<file path="src/hdl/uvst_pkg.sv">
package uvst_pkg;

    localparam int SEG_MAX    = 256;
    localparam int ANGLE_BITS = 12;
    localparam int QUARTER    = 1 << (ANGLE_BITS - 2);

    localparam int ANG_W  = ANGLE_BITS;
    localparam int SIN_AW = ANGLE_BITS - 1;
    localparam int SIN_W  = 15;
    localparam int SEG_W  = 9;
    localparam int LAT_W  = 8;
    localparam int QUO_W  = 17;
    localparam int REM_W  = 9;
    localparam int CFG_IDX_W = 3;

    // dividends for the per-start step setup
    localparam logic [QUO_W-1:0] DIVD_TEX = QUO_W'(1 << 16);
    localparam logic [QUO_W-1:0] DIVD_LON = QUO_W'(1 << ANGLE_BITS);
    localparam logic [QUO_W-1:0] DIVD_LAT = QUO_W'(1 << (ANGLE_BITS - 1));

    typedef enum logic [CFG_IDX_W-1:0] {
        CFG_RADIUS   = 3'd0,
        CFG_SEGMENTS = 3'd1,
        CFG_CENTER_X = 3'd2,
        CFG_CENTER_Y = 3'd3,
        CFG_CENTER_Z = 3'd4
    } cfg_idx_t;

    typedef logic [SIN_W-1:0] qsin_rom_t [0:QUARTER];

    // Quarter-wave sine, Q1.14, from a fixed-point Taylor series (Q30).
    // Evaluated at elaboration only.
    function automatic qsin_rom_t qsin_gen();
        qsin_rom_t tab;
        longint unsigned x;
        longint unsigned x2;
        longint unsigned t;
        longint unsigned s;
        for (int r = 0; r <= QUARTER; r++) begin
            x  = (longint'(r) * 64'd1686629713 + longint'(QUARTER >> 1)) >> (ANGLE_BITS - 2);
            x2 = (x * x) >> 30;
            t  = 64'd1 << 30;
            t  = (64'd1 << 30) - ((x2 * t) >> 30) / 64'd110;
            t  = (64'd1 << 30) - ((x2 * t) >> 30) / 64'd72;
            t  = (64'd1 << 30) - ((x2 * t) >> 30) / 64'd42;
            t  = (64'd1 << 30) - ((x2 * t) >> 30) / 64'd20;
            t  = (64'd1 << 30) - ((x2 * t) >> 30) / 64'd6;
            s = (x * t) >> 30;
            s = (s + (64'd1 << 15)) >> 16;
            if (s > 64'd16384) begin
                s = 64'd16384;
            end
            tab[r] = s[SIN_W-1:0];
        end
        return tab;
    endfunction

endpackage

</file>
<file path="src/hdl/uvst_div.sv">
module uvst_div
    import uvst_pkg::*;
(
    input  logic             aclk,
    input  logic             aresetn,
    input  logic             start,
    input  logic [QUO_W-1:0] dividend,
    input  logic [REM_W-1:0] divisor,
    output logic             done,
    output logic [QUO_W-1:0] quotient,
    output logic [REM_W-1:0] remainder
);

    logic [4:0]       cnt_reg;
    logic             done_reg;
    logic [QUO_W-1:0] quo_reg;
    logic [REM_W-1:0] rem_reg;
    logic [REM_W-1:0] dsr_reg;
    logic [REM_W:0]   trial;
    logic             ge;

    always_comb begin
        trial = {rem_reg, quo_reg[QUO_W-1]};
        ge    = trial >= {1'b0, dsr_reg};
    end

    // restoring division, one quotient bit a cycle
    always_ff @(posedge aclk) begin
        if (!aresetn) begin
            cnt_reg  <= '0;
            done_reg <= 1'b0;
        end else if (start) begin
            cnt_reg  <= 5'(QUO_W);
            done_reg <= 1'b0;
            quo_reg  <= dividend;
            rem_reg  <= '0;
            dsr_reg  <= divisor;
        end else if (cnt_reg != '0) begin
            cnt_reg  <= cnt_reg - 5'd1;
            done_reg <= (cnt_reg == 5'd1);
            quo_reg  <= {quo_reg[QUO_W-2:0], ge};
            rem_reg  <= ge ? REM_W'(trial - {1'b0, dsr_reg}) : trial[REM_W-1:0];
        end else begin
            done_reg <= 1'b0;
        end
    end

    assign done      = done_reg;
    assign quotient  = quo_reg;
    assign remainder = rem_reg;

endmodule

</file>
<file path="config.mk">
export PLATFORM = sky130hd
export DESIGN_NAME = uvst_div
export DESIGN_NICKNAME = d
export VERILOG_FILES = /design/src/hdl/uvst_pkg.sv /design/src/hdl/uvst_div.sv
export SDC_FILE = /design/constraint.sdc
export NUM_CORES = 1
export LEC_CHECK = 0
export BUFFER_PORTS_ARGS = -buffer_cell sky130_fd_sc_hd__buf_2
export CAP_MARGIN = 20
export CORE_UTILIZATION = 30
export DETAILED_ROUTE_END_ITERATION = 12
export GPL_ROUTABILITY_DRIVEN = 0
export PLACE_DENSITY = 0.62
export SETUP_SLACK_MARGIN = 0.02
export SYNTH_ARGS = -nofsm -noshare
export SYNTH_HDL_FRONTEND = slang
export SYNTH_SLANG_ARGS = --single-unit
</file>
<file path="constraint.sdc">
create_clock -name aclk -period 5.45 [get_ports aclk]
set_input_delay 0.545 -clock aclk [delete_from_list [all_inputs] [get_ports aclk]]
set_output_delay 0.545 -clock aclk [all_outputs]
set_load 0.02 [all_outputs]
</file>
Yosys cells after proc, flatten, opt, wreduce, memory -nomap -nowiden --
Index checks and enable logic that the tools add are counted.
Storage, ports and cells: register bits after elaboration 41, input port bits 29, output and inout bits 27, word-level logic and storage cells 24
Operators by class: add/sub/neg operators 2, order comparisons 1, equality and inequality tests 1, muxes and demuxes 6, bitwise operators 2, reductions and logical operators 6
Operator list (number):
- $mux W17 | 2
- $mux W9 | 2
- $ge A10 B9 Y1 | 1
- $mux W5 | 2
- $sub A9 B9 Y9 | 1
- $eq A5 B1 Y1 const B | 1
- $reduce_bool A5 Y1 | 1
- $sub A5 B1 Y5 const B | 1
- $reduce_and A2 Y1 | 2
- $reduce_or A3 Y1 | 1
- $not A1 Y1 | 2
- $reduce_bool A2 Y1 | 1
- $reduce_or A2 Y1 | 1

Depth between registers and ports, before layout --
Gate-level depths: netlist of the first run.
depth in word-level cells 3, depth in mapped cells 10

Least setup slack after synthesis of the first run --
Ideal clock, no wire load.
path type input to register, from input port start, to register quo_reg[0], in the netlist quotient[0] (enable), library setup time 409 ps, arrival 2247 ps, required time 5041 ps, path slack 2794 ps, cell stages on the path 4, path buffers 2, cells stage by stage clkbuf_1 -> buf_1 -> nor2_1 -> nor2_1
Between the ends: longest elaborated chain between the ends 2
Ends and longest elaborated chain:
- from (decl) | RTL line uvst_div.sv:6 | input logic start,
- $reduce_bool A2 Y1 (no source line)
- $reduce_and A2 Y1 (no source line)
- to (signal assigned) | RTL line uvst_div.sv:35 | quo_reg <= dividend;
- to (signal assigned) | RTL line uvst_div.sv:41 | quo_reg <= {quo_reg[QUO_W-2:0], ge};
- to (decl) | RTL line uvst_div.sv:16 | logic [QUO_W-1:0] quo_reg;
Every way passes these cells. A chain may end at the register's enable or synchronous reset.

Final worst setup path of the first run --
from register quo_reg[16], in the netlist quotient[16], to register quo_reg[0], in the netlist quotient[0] (data pin)
Between the ends: longest elaborated chain between the ends 3
Ends and longest elaborated chain:
- $ge A10 B9 Y1 | RTL line uvst_div.sv:24 | ge = trial >= {1'b0, dsr_reg};
- $mux W17 | RTL line uvst_div.sv:38 | end else if (cnt_reg != '0) begin
- $mux W17 | RTL line uvst_div.sv:32 | end else if (start) begin
Every way passes these cells. The select of a mux whose other input is x is not followed.

==> impl_metrics.env, run 1 <==
export IMPL_layout_drive_gt1_share_pct=39.9
export IMPL_cts_sinks=41
export IMPL_synthSimpleGateAreaFrac_pct=9.64
export IMPL_cp_required_ns=5.50
export IMPL_hold_buffers=0
export IMPL_synth_top_family_by_area="compound AO/OA/AOI/OAI gates"
export IMPL_finalCriticalPeriod_ns=2.47
export IMPL_syn_nets=210
export IMPL_numCtsBuffers=5
export IMPL_antenna_found_initial=0
export IMPL_switching_share_pct=32.2
export IMPL_min_period_over_period_pct=45.4
export IMPL_cts_setup_buffers=0
export IMPL_fin_nets=268
export IMPL_muxShareOfSynthArea_pct=10.8
export IMPL_route_detailed_drc=0
export IMPL_grt_max_degree=33
export IMPL_met3_wirelength_um=230
export IMPL_start_util_pct=31.6
export IMPL_ys_warn_count=0
export IMPL_worst_path_max_delay_cell="edfxtp_1"
export IMPL_cap_violations=0
export IMPL_hpwlAfterDp_um=3010
export IMPL_clkTransAtPathRegs_ns=0.08
export IMPL_port_buffers=55
export IMPL_synth_flop_cell="edfxtp_1"
export IMPL_critPathMaxFanout=14
export IMPL_synth_xor_area_share_pct=2.41
export IMPL_slew_headroom_pct=54.2
export IMPL_ys_seq_area_share_pct=53.7
export IMPL_dr_first_iter_drc_count=46
export IMPL_dieArea_um2=7610
export IMPL_setup_viol=0
export IMPL_slowest_delay_ns=0.40
export IMPL_ys_top_cells_by_area="edfxtp_1 48%, mux2_2 8.8%, ha_1 6.3%"
export IMPL_antenna_cells=0
export IMPL_yosysMostFrequentCell="edfxtp_1"
export IMPL_synthAdderAreaFrac_pct=7.23
export IMPL_crit_type="reg2reg"
export IMPL_grt_pass1_vias=1422
export IMPL_combPwrFrac_pct=33.2
export IMPL_wl_met2_um=1860
export IMPL_viasPerCell=4.51
export IMPL_syn_instance_count=169
export IMPL_setup_tns_ns=0
export IMPL_synthDistinctLibCells=43
export IMPL_cts_tree="done"
export IMPL_crit_chain="inv_1 > ha_1 > inv_1 > fa_1 > a21o_1 > a221oi_4 > a31oi_4 > mux2_2"
export IMPL_setup_ws_ns=2.98
export IMPL_io_pins=56
export IMPL_p_int_uw=607
export IMPL_critPathLaunchType="flop"
export IMPL_h_tree_depth=2
export IMPL_yosys_area_top_type="edfxtp_1"
export IMPL_synth_compound_area_share_pct=12.2
export IMPL_vias=1462
export IMPL_ant_nets=0
export IMPL_end_kind="flop"
export IMPL_clkLatencyLatePin_ns=0.29
export IMPL_r2r_cells=8
export IMPL_rsz0062_at_grt="false"
export IMPL_power_frac_seq_pct=45.9
export IMPL_grt_first_pass_wirelength_um=6670
export IMPL_hp_class="in2reg"
export IMPL_p_per_area_nw_per_um2=339
export IMPL_final_util_pct=38.2
export IMPL_chipWidth_um=87.3
export IMPL_wl_um=4130
export IMPL_syn_avg_cell_area_um2=12.9
export IMPL_fp_row_count=30
export IMPL_cts_root_buffer="clkbuf_8"
export IMPL_clkPwrFrac_pct=20.8
export IMPL_cp_common_cell="inv_1"
export IMPL_whs_path_depth=1
export IMPL_maxSlewViolCount=0
export IMPL_cp_data_arrival_time_ns=2.52
export IMPL_finClkSkew_ns=0.00888
export IMPL_synthArstFlopShare_pct=0
export IMPL_met1Wirelength_um=1960
export IMPL_synth_top_area_share_pct=48.2
export IMPL_leakagePower_nw=1.11
export IMPL_finalHoldViolations=0
export IMPL_core_um2=6910
export IMPL_grt_usage_pct=11.6
export IMPL_die_h_um=87.3
export IMPL_synth_common_cells="35 x edfxtp_1, 17 x mux2_2, 16 x inv_1"
export IMPL_cts_buffer_depth=2
export IMPL_fmax_mhz=404
export IMPL_grt_overflow=0
export IMPL_irDropWorstVdd_uv=174
export IMPL_largest_reg_flops=17
export IMPL_dp_slack_ns=2.98
export IMPL_area_delta_synth_final_pct=21.1
export IMPL_switchingPower_uw=289
export IMPL_wl_per_cell_um=12.7
export IMPL_worst_pin_slew_ns=0.687
export IMPL_firstDrtPassIters=4
export IMPL_status="complete, no violations"
export IMPL_top_layer="met4"
export IMPL_syn_cell_area_um2=2180
export IMPL_post_cts_resized=0
export IMPL_synth_edf_count=35
export IMPL_ys_ff_latch=41
[metal layers]
metal  global-route usage, %  up-vias
met5                       0        -
met4                    4.92        0
met3                    3.51        7
met2                    17.0       38
met1                    15.8      685
li1                        -      732
[worst max-delay path, delay by kind of cell (launching register included)]
kind | cells | cell delay (ns)
AOI/OAI and AO/OA | 3 | 0.82
muxes | 1 | 0.32
adders and majority gates | 2 | 0.56
DFF | 1 | 0.40
buffers and inverters | 2 | 0.13
[final cells by class]
type,instances,area [um^2]
Clock buffer,7,76.3
Clock inverter,1,3.75
Fill cell,730,4270
Inverter,16,60.1
Multi-Input combinational cell,107,926
Sequential cell,41,1170
Tap cell,96,120
Timing Repair Buffer,56,283
[final timing paths]
path	from	endpoint	slack, ns
setup reg to reg	quotient[16]	quotient[0]	2.98
hold / removal	divisor[7]	dsr_reg[7]	0.42
hold reg to reg	cnt_reg[1]	cnt_reg[1]	0.53
setup / recovery	quotient[16]	quotient[0]	2.98
[cell families after synthesis]
logic type,count (synthesis)
buffers and inverters,21
DFF,41
and+or+nand+nor,41
muxes,21
xor gates and xnor gates,6
adders and majority gates,12
AOI/OAI and AO/OA,27
[per-stage QoR]
step           std cells  total power [mW]  hold WS (ns)  instance area [um^2]
2_1_floorplan        169             0.650         0.480                  2180
3_3_place_gp         316             0.717         0.505                  2560
3_5_place_dp         316             0.719         0.514                  2560
4_1_cts              324             0.910         0.408                  2640
5_1_grt              324             0.953         0.402                  2640
6_report             324             0.895         0.423                  2640
[cells in the final DEF (no fill, tap or decap), drive strengths merged, types with 2 or more instances in the layout]
| cell type | synthesis | routed |
|---|---|---|
| inv | 16 | 16 |
| nor2 | 15 | 15 |
| or2 | 4 | 4 |
| clkbuf | 2 | 7 |
| nor2b | 2 | 2 |
| a211oi | 3 | 3 |
| o21ai | 4 | 4 |
| nand3 | 3 | 3 |
| dfxtp | 6 | 6 |
| o2111ai | 2 | 2 |
| mux2i | 3 | 3 |
| a21o | 3 | 3 |
| o21a | 2 | 2 |
| and3 | 2 | 2 |
| a2111oi | 2 | 2 |
| nand2 | 6 | 6 |
| buf | 3 | 56 |
| xnor2 | 6 | 6 |
| ha | 11 | 11 |
| or3 | 2 | 2 |
| a21oi | 5 | 5 |
| edfxtp | 35 | 35 |
| nor3 | 3 | 3 |
| mux2 | 18 | 18 |
[power by group through the flow]
stage	clock network, mW	registers [mW]	logic (mW)
after CTS	0.197	0.412	0.301
after floorplan	0	0.446	0.204
final	0.187	0.411	0.298
after global placement	0	0.420	0.297
after global routing	0.208	0.416	0.328
after detailed placement	0	0.419	0.300
Power figures use the tool's default switching activity.
==> run 2: changes to the inputs <==
--- a/config.mk
+++ b/config.mk
@@ -10,7 +10,7 @@
 export CORE_UTILIZATION = 30
 export DETAILED_ROUTE_END_ITERATION = 12
 export GPL_ROUTABILITY_DRIVEN = 0
-export PLACE_DENSITY = 0.62
+export PLACE_DENSITY = 0.64
 export SETUP_SLACK_MARGIN = 0.02
 export SYNTH_ARGS = -nofsm -noshare
 export SYNTH_HDL_FRONTEND = slang
==> constraint.sdc (replaced) <==
create_clock -name aclk -period 2.1 [get_ports aclk]
set_input_delay 0.21 -clock aclk [delete_from_list [all_inputs] [get_ports aclk]]
set_output_delay 0.21 -clock aclk [all_outputs]
set_load 0.02 [all_outputs]
==> impl_metrics.env, run 2 (synthesized netlist as in run 1, its figures left out) <==
export IMPL_status="complete, but fails checks"
export IMPL_violations="setup timing"
export IMPL_dr_first_iter_drc_count=48
export IMPL_hold_buffers=0
export IMPL_slowest_delay_ns=0.41
export IMPL_grt_usage_pct=12.4
export IMPL_hpwlAfterDp_um=3450
export IMPL_dieArea_um2=7610
export IMPL_maxSlewViolCount=0
export IMPL_die_h_um=87.3
export IMPL_critPathMaxFanout=2
export IMPL_viasPerCell=4.46
export IMPL_finalHoldViolations=0
export IMPL_cp_common_cell="inv_2"
export IMPL_final_common_cell="buf_2"
export IMPL_irDropWorstVdd_uv=496
export IMPL_min_period_over_period_pct=111
export IMPL_final_cell_mix="55 x buf_2, 35 x edfxtp_1, 35 x buf_4"
export IMPL_top_layer="met4"
export IMPL_hp_class="in2reg"
export IMPL_cp_required_ns=2.24
export IMPL_leakagePower_nw=1.29
export IMPL_finClkSkew_ns=0.00778
export IMPL_nFillCells=689
export IMPL_cts_root_buffer="clkbuf_8"
export IMPL_wl_per_cell_um=12.6
export IMPL_layout_drive_gt1_share_pct=50.6
export IMPL_fp_row_count=30
export IMPL_chipWidth_um=87.3
export IMPL_met3_wirelength_um=268
export IMPL_grt_overflow=0
export IMPL_crit_type="reg2reg"
export IMPL_grt_first_pass_wirelength_um=7180
export IMPL_setup_viol=10
export IMPL_largest_reg_flops=17
export IMPL_dp_slack_ns=-0.251
export IMPL_fmax_mhz=430
export IMPL_antenna_cells=0
export IMPL_numCtsBuffers=5
export IMPL_area_delta_synth_final_pct=35.3
export IMPL_p_per_area_nw_per_um2=881
export IMPL_cts_sinks=41
export IMPL_antenna_found_initial=0
export IMPL_clkLatencyLatePin_ns=0.29
export IMPL_met1Wirelength_um=2030
export IMPL_core_um2=6910
export IMPL_slew_headroom_pct=72.5
export IMPL_worst_path_max_delay_cell="edfxtp_1"
export IMPL_fin_hold_ws_ns=0.0885
export IMPL_fin_nets=303
export IMPL_cts_buffer_depth=2
export IMPL_route_detailed_drc=0
export IMPL_firstDrtPassIters=3
export IMPL_grt_pass1_vias=1581
export IMPL_h_tree_depth=2
export IMPL_setup_ws_ns=-0.223
export IMPL_cts_tree="done"
export IMPL_critPathLaunchType="flop"
export IMPL_worst_pin_slew_ns=0.413
export IMPL_rsz0062_at_grt="true"
export IMPL_r2r_cells=10
export IMPL_cap_violations=0
export IMPL_whs_path_depth=1
export IMPL_clkTransAtPathRegs_ns=0.08
export IMPL_port_buffers=55
export IMPL_cp_data_arrival_time_ns=2.47
export IMPL_start_util_pct=31.6
export IMPL_end_kind="flop"
export IMPL_grt_max_degree=21
export IMPL_crit_chain="inv_2 > ha_4 > inv_2 > fa_2 > a21o_1 > a221oi_4 > buf_6 > o21bai_4 > mux2_4 > nor3_2"
export IMPL_setup_tns_ns=-1.70
export IMPL_ant_nets=0
export IMPL_wl_um=4530
export IMPL_io_pins=56
export IMPL_vias=1602
export IMPL_finalCriticalPeriod_ns=2.32
export IMPL_wl_met2_um=2160
run 2: changes by cell type in the layout (fill, tap and decap cells not counted), moves of 2 or more:
cell,before,now
clkbuf_1,2,0
inv_1,16,14
buf_4,1,35
inv_2,0,2
clkbuf_8,5,7
run 2: final cells by class:
class                      count  area (um^2)  area share, %
timing repair buffer          91          549           18.6
clock buffer                   7         96.3           3.27
tap                           96          120           4.07
sequential                    41         1170           39.7
multi-input combinational    107          948           32.1
inverter                      16         60.1           2.04
clock inverter                 1         5.00          0.170
run 2: where the power goes:
| group | leakage [nW] | switching, mW | internal [mW] |
|---|---|---|---|
| Sequential | 0.388 | 0.0532 | 1.00 |
| Combinational | 0.849 | 0.492 | 0.485 |
| Clock | 0.0542 | 0.268 | 0.297 |
run 2: worst max-delay path: cells and delay by family (launching register included):
kind            cells  cell delay, ns
compound gates      3            0.59
fa+ha+maj           2            0.48
flops               1            0.41
mux                 1            0.30
buf+inv             3            0.28
simple gates        1            0.14
run 2: metal layers:
metal | GRT usage, % | up-vias
met1 | 15.1 | 752
met2 | 20.5 | 40
li1 | - | 802
met4 | 4.47 | 0
met3 | 4.08 | 8
met5 | 0 | -
run 2: worst paths after layout:
check | from | endpoint | slack, ns
setup reg to reg | quotient[16] | remainder[8] | -0.22
setup / recovery | quotient[16] | remainder[8] | -0.22
hold / removal | divisor[4] | dsr_reg[4] | 0.09
hold reg to reg | cnt_reg[1] | cnt_reg[1] | 0.54
run 2: timing repair:
item                       in CTS  in global routing
setup endpoints to repair      10                 10
resized for setup               0                  6
pin swaps                       2                  2
buffers inserted                3                  2
run 2: per-stage QoR:
step / utilization [%] / power [mW] / instances / instance area (um^2)
floorplan: - / 1.69 / 169 / 2190
global placement: 40.4 / 1.99 / 346 / 2790
detailed placement: 40.4 / 2.00 / 346 / 2790
CTS: 42.2 / 2.60 / 357 / 2910
global route: 42.7 / 2.75 / 359 / 2950
finish: 42.7 / 2.60 / 359 / 2950
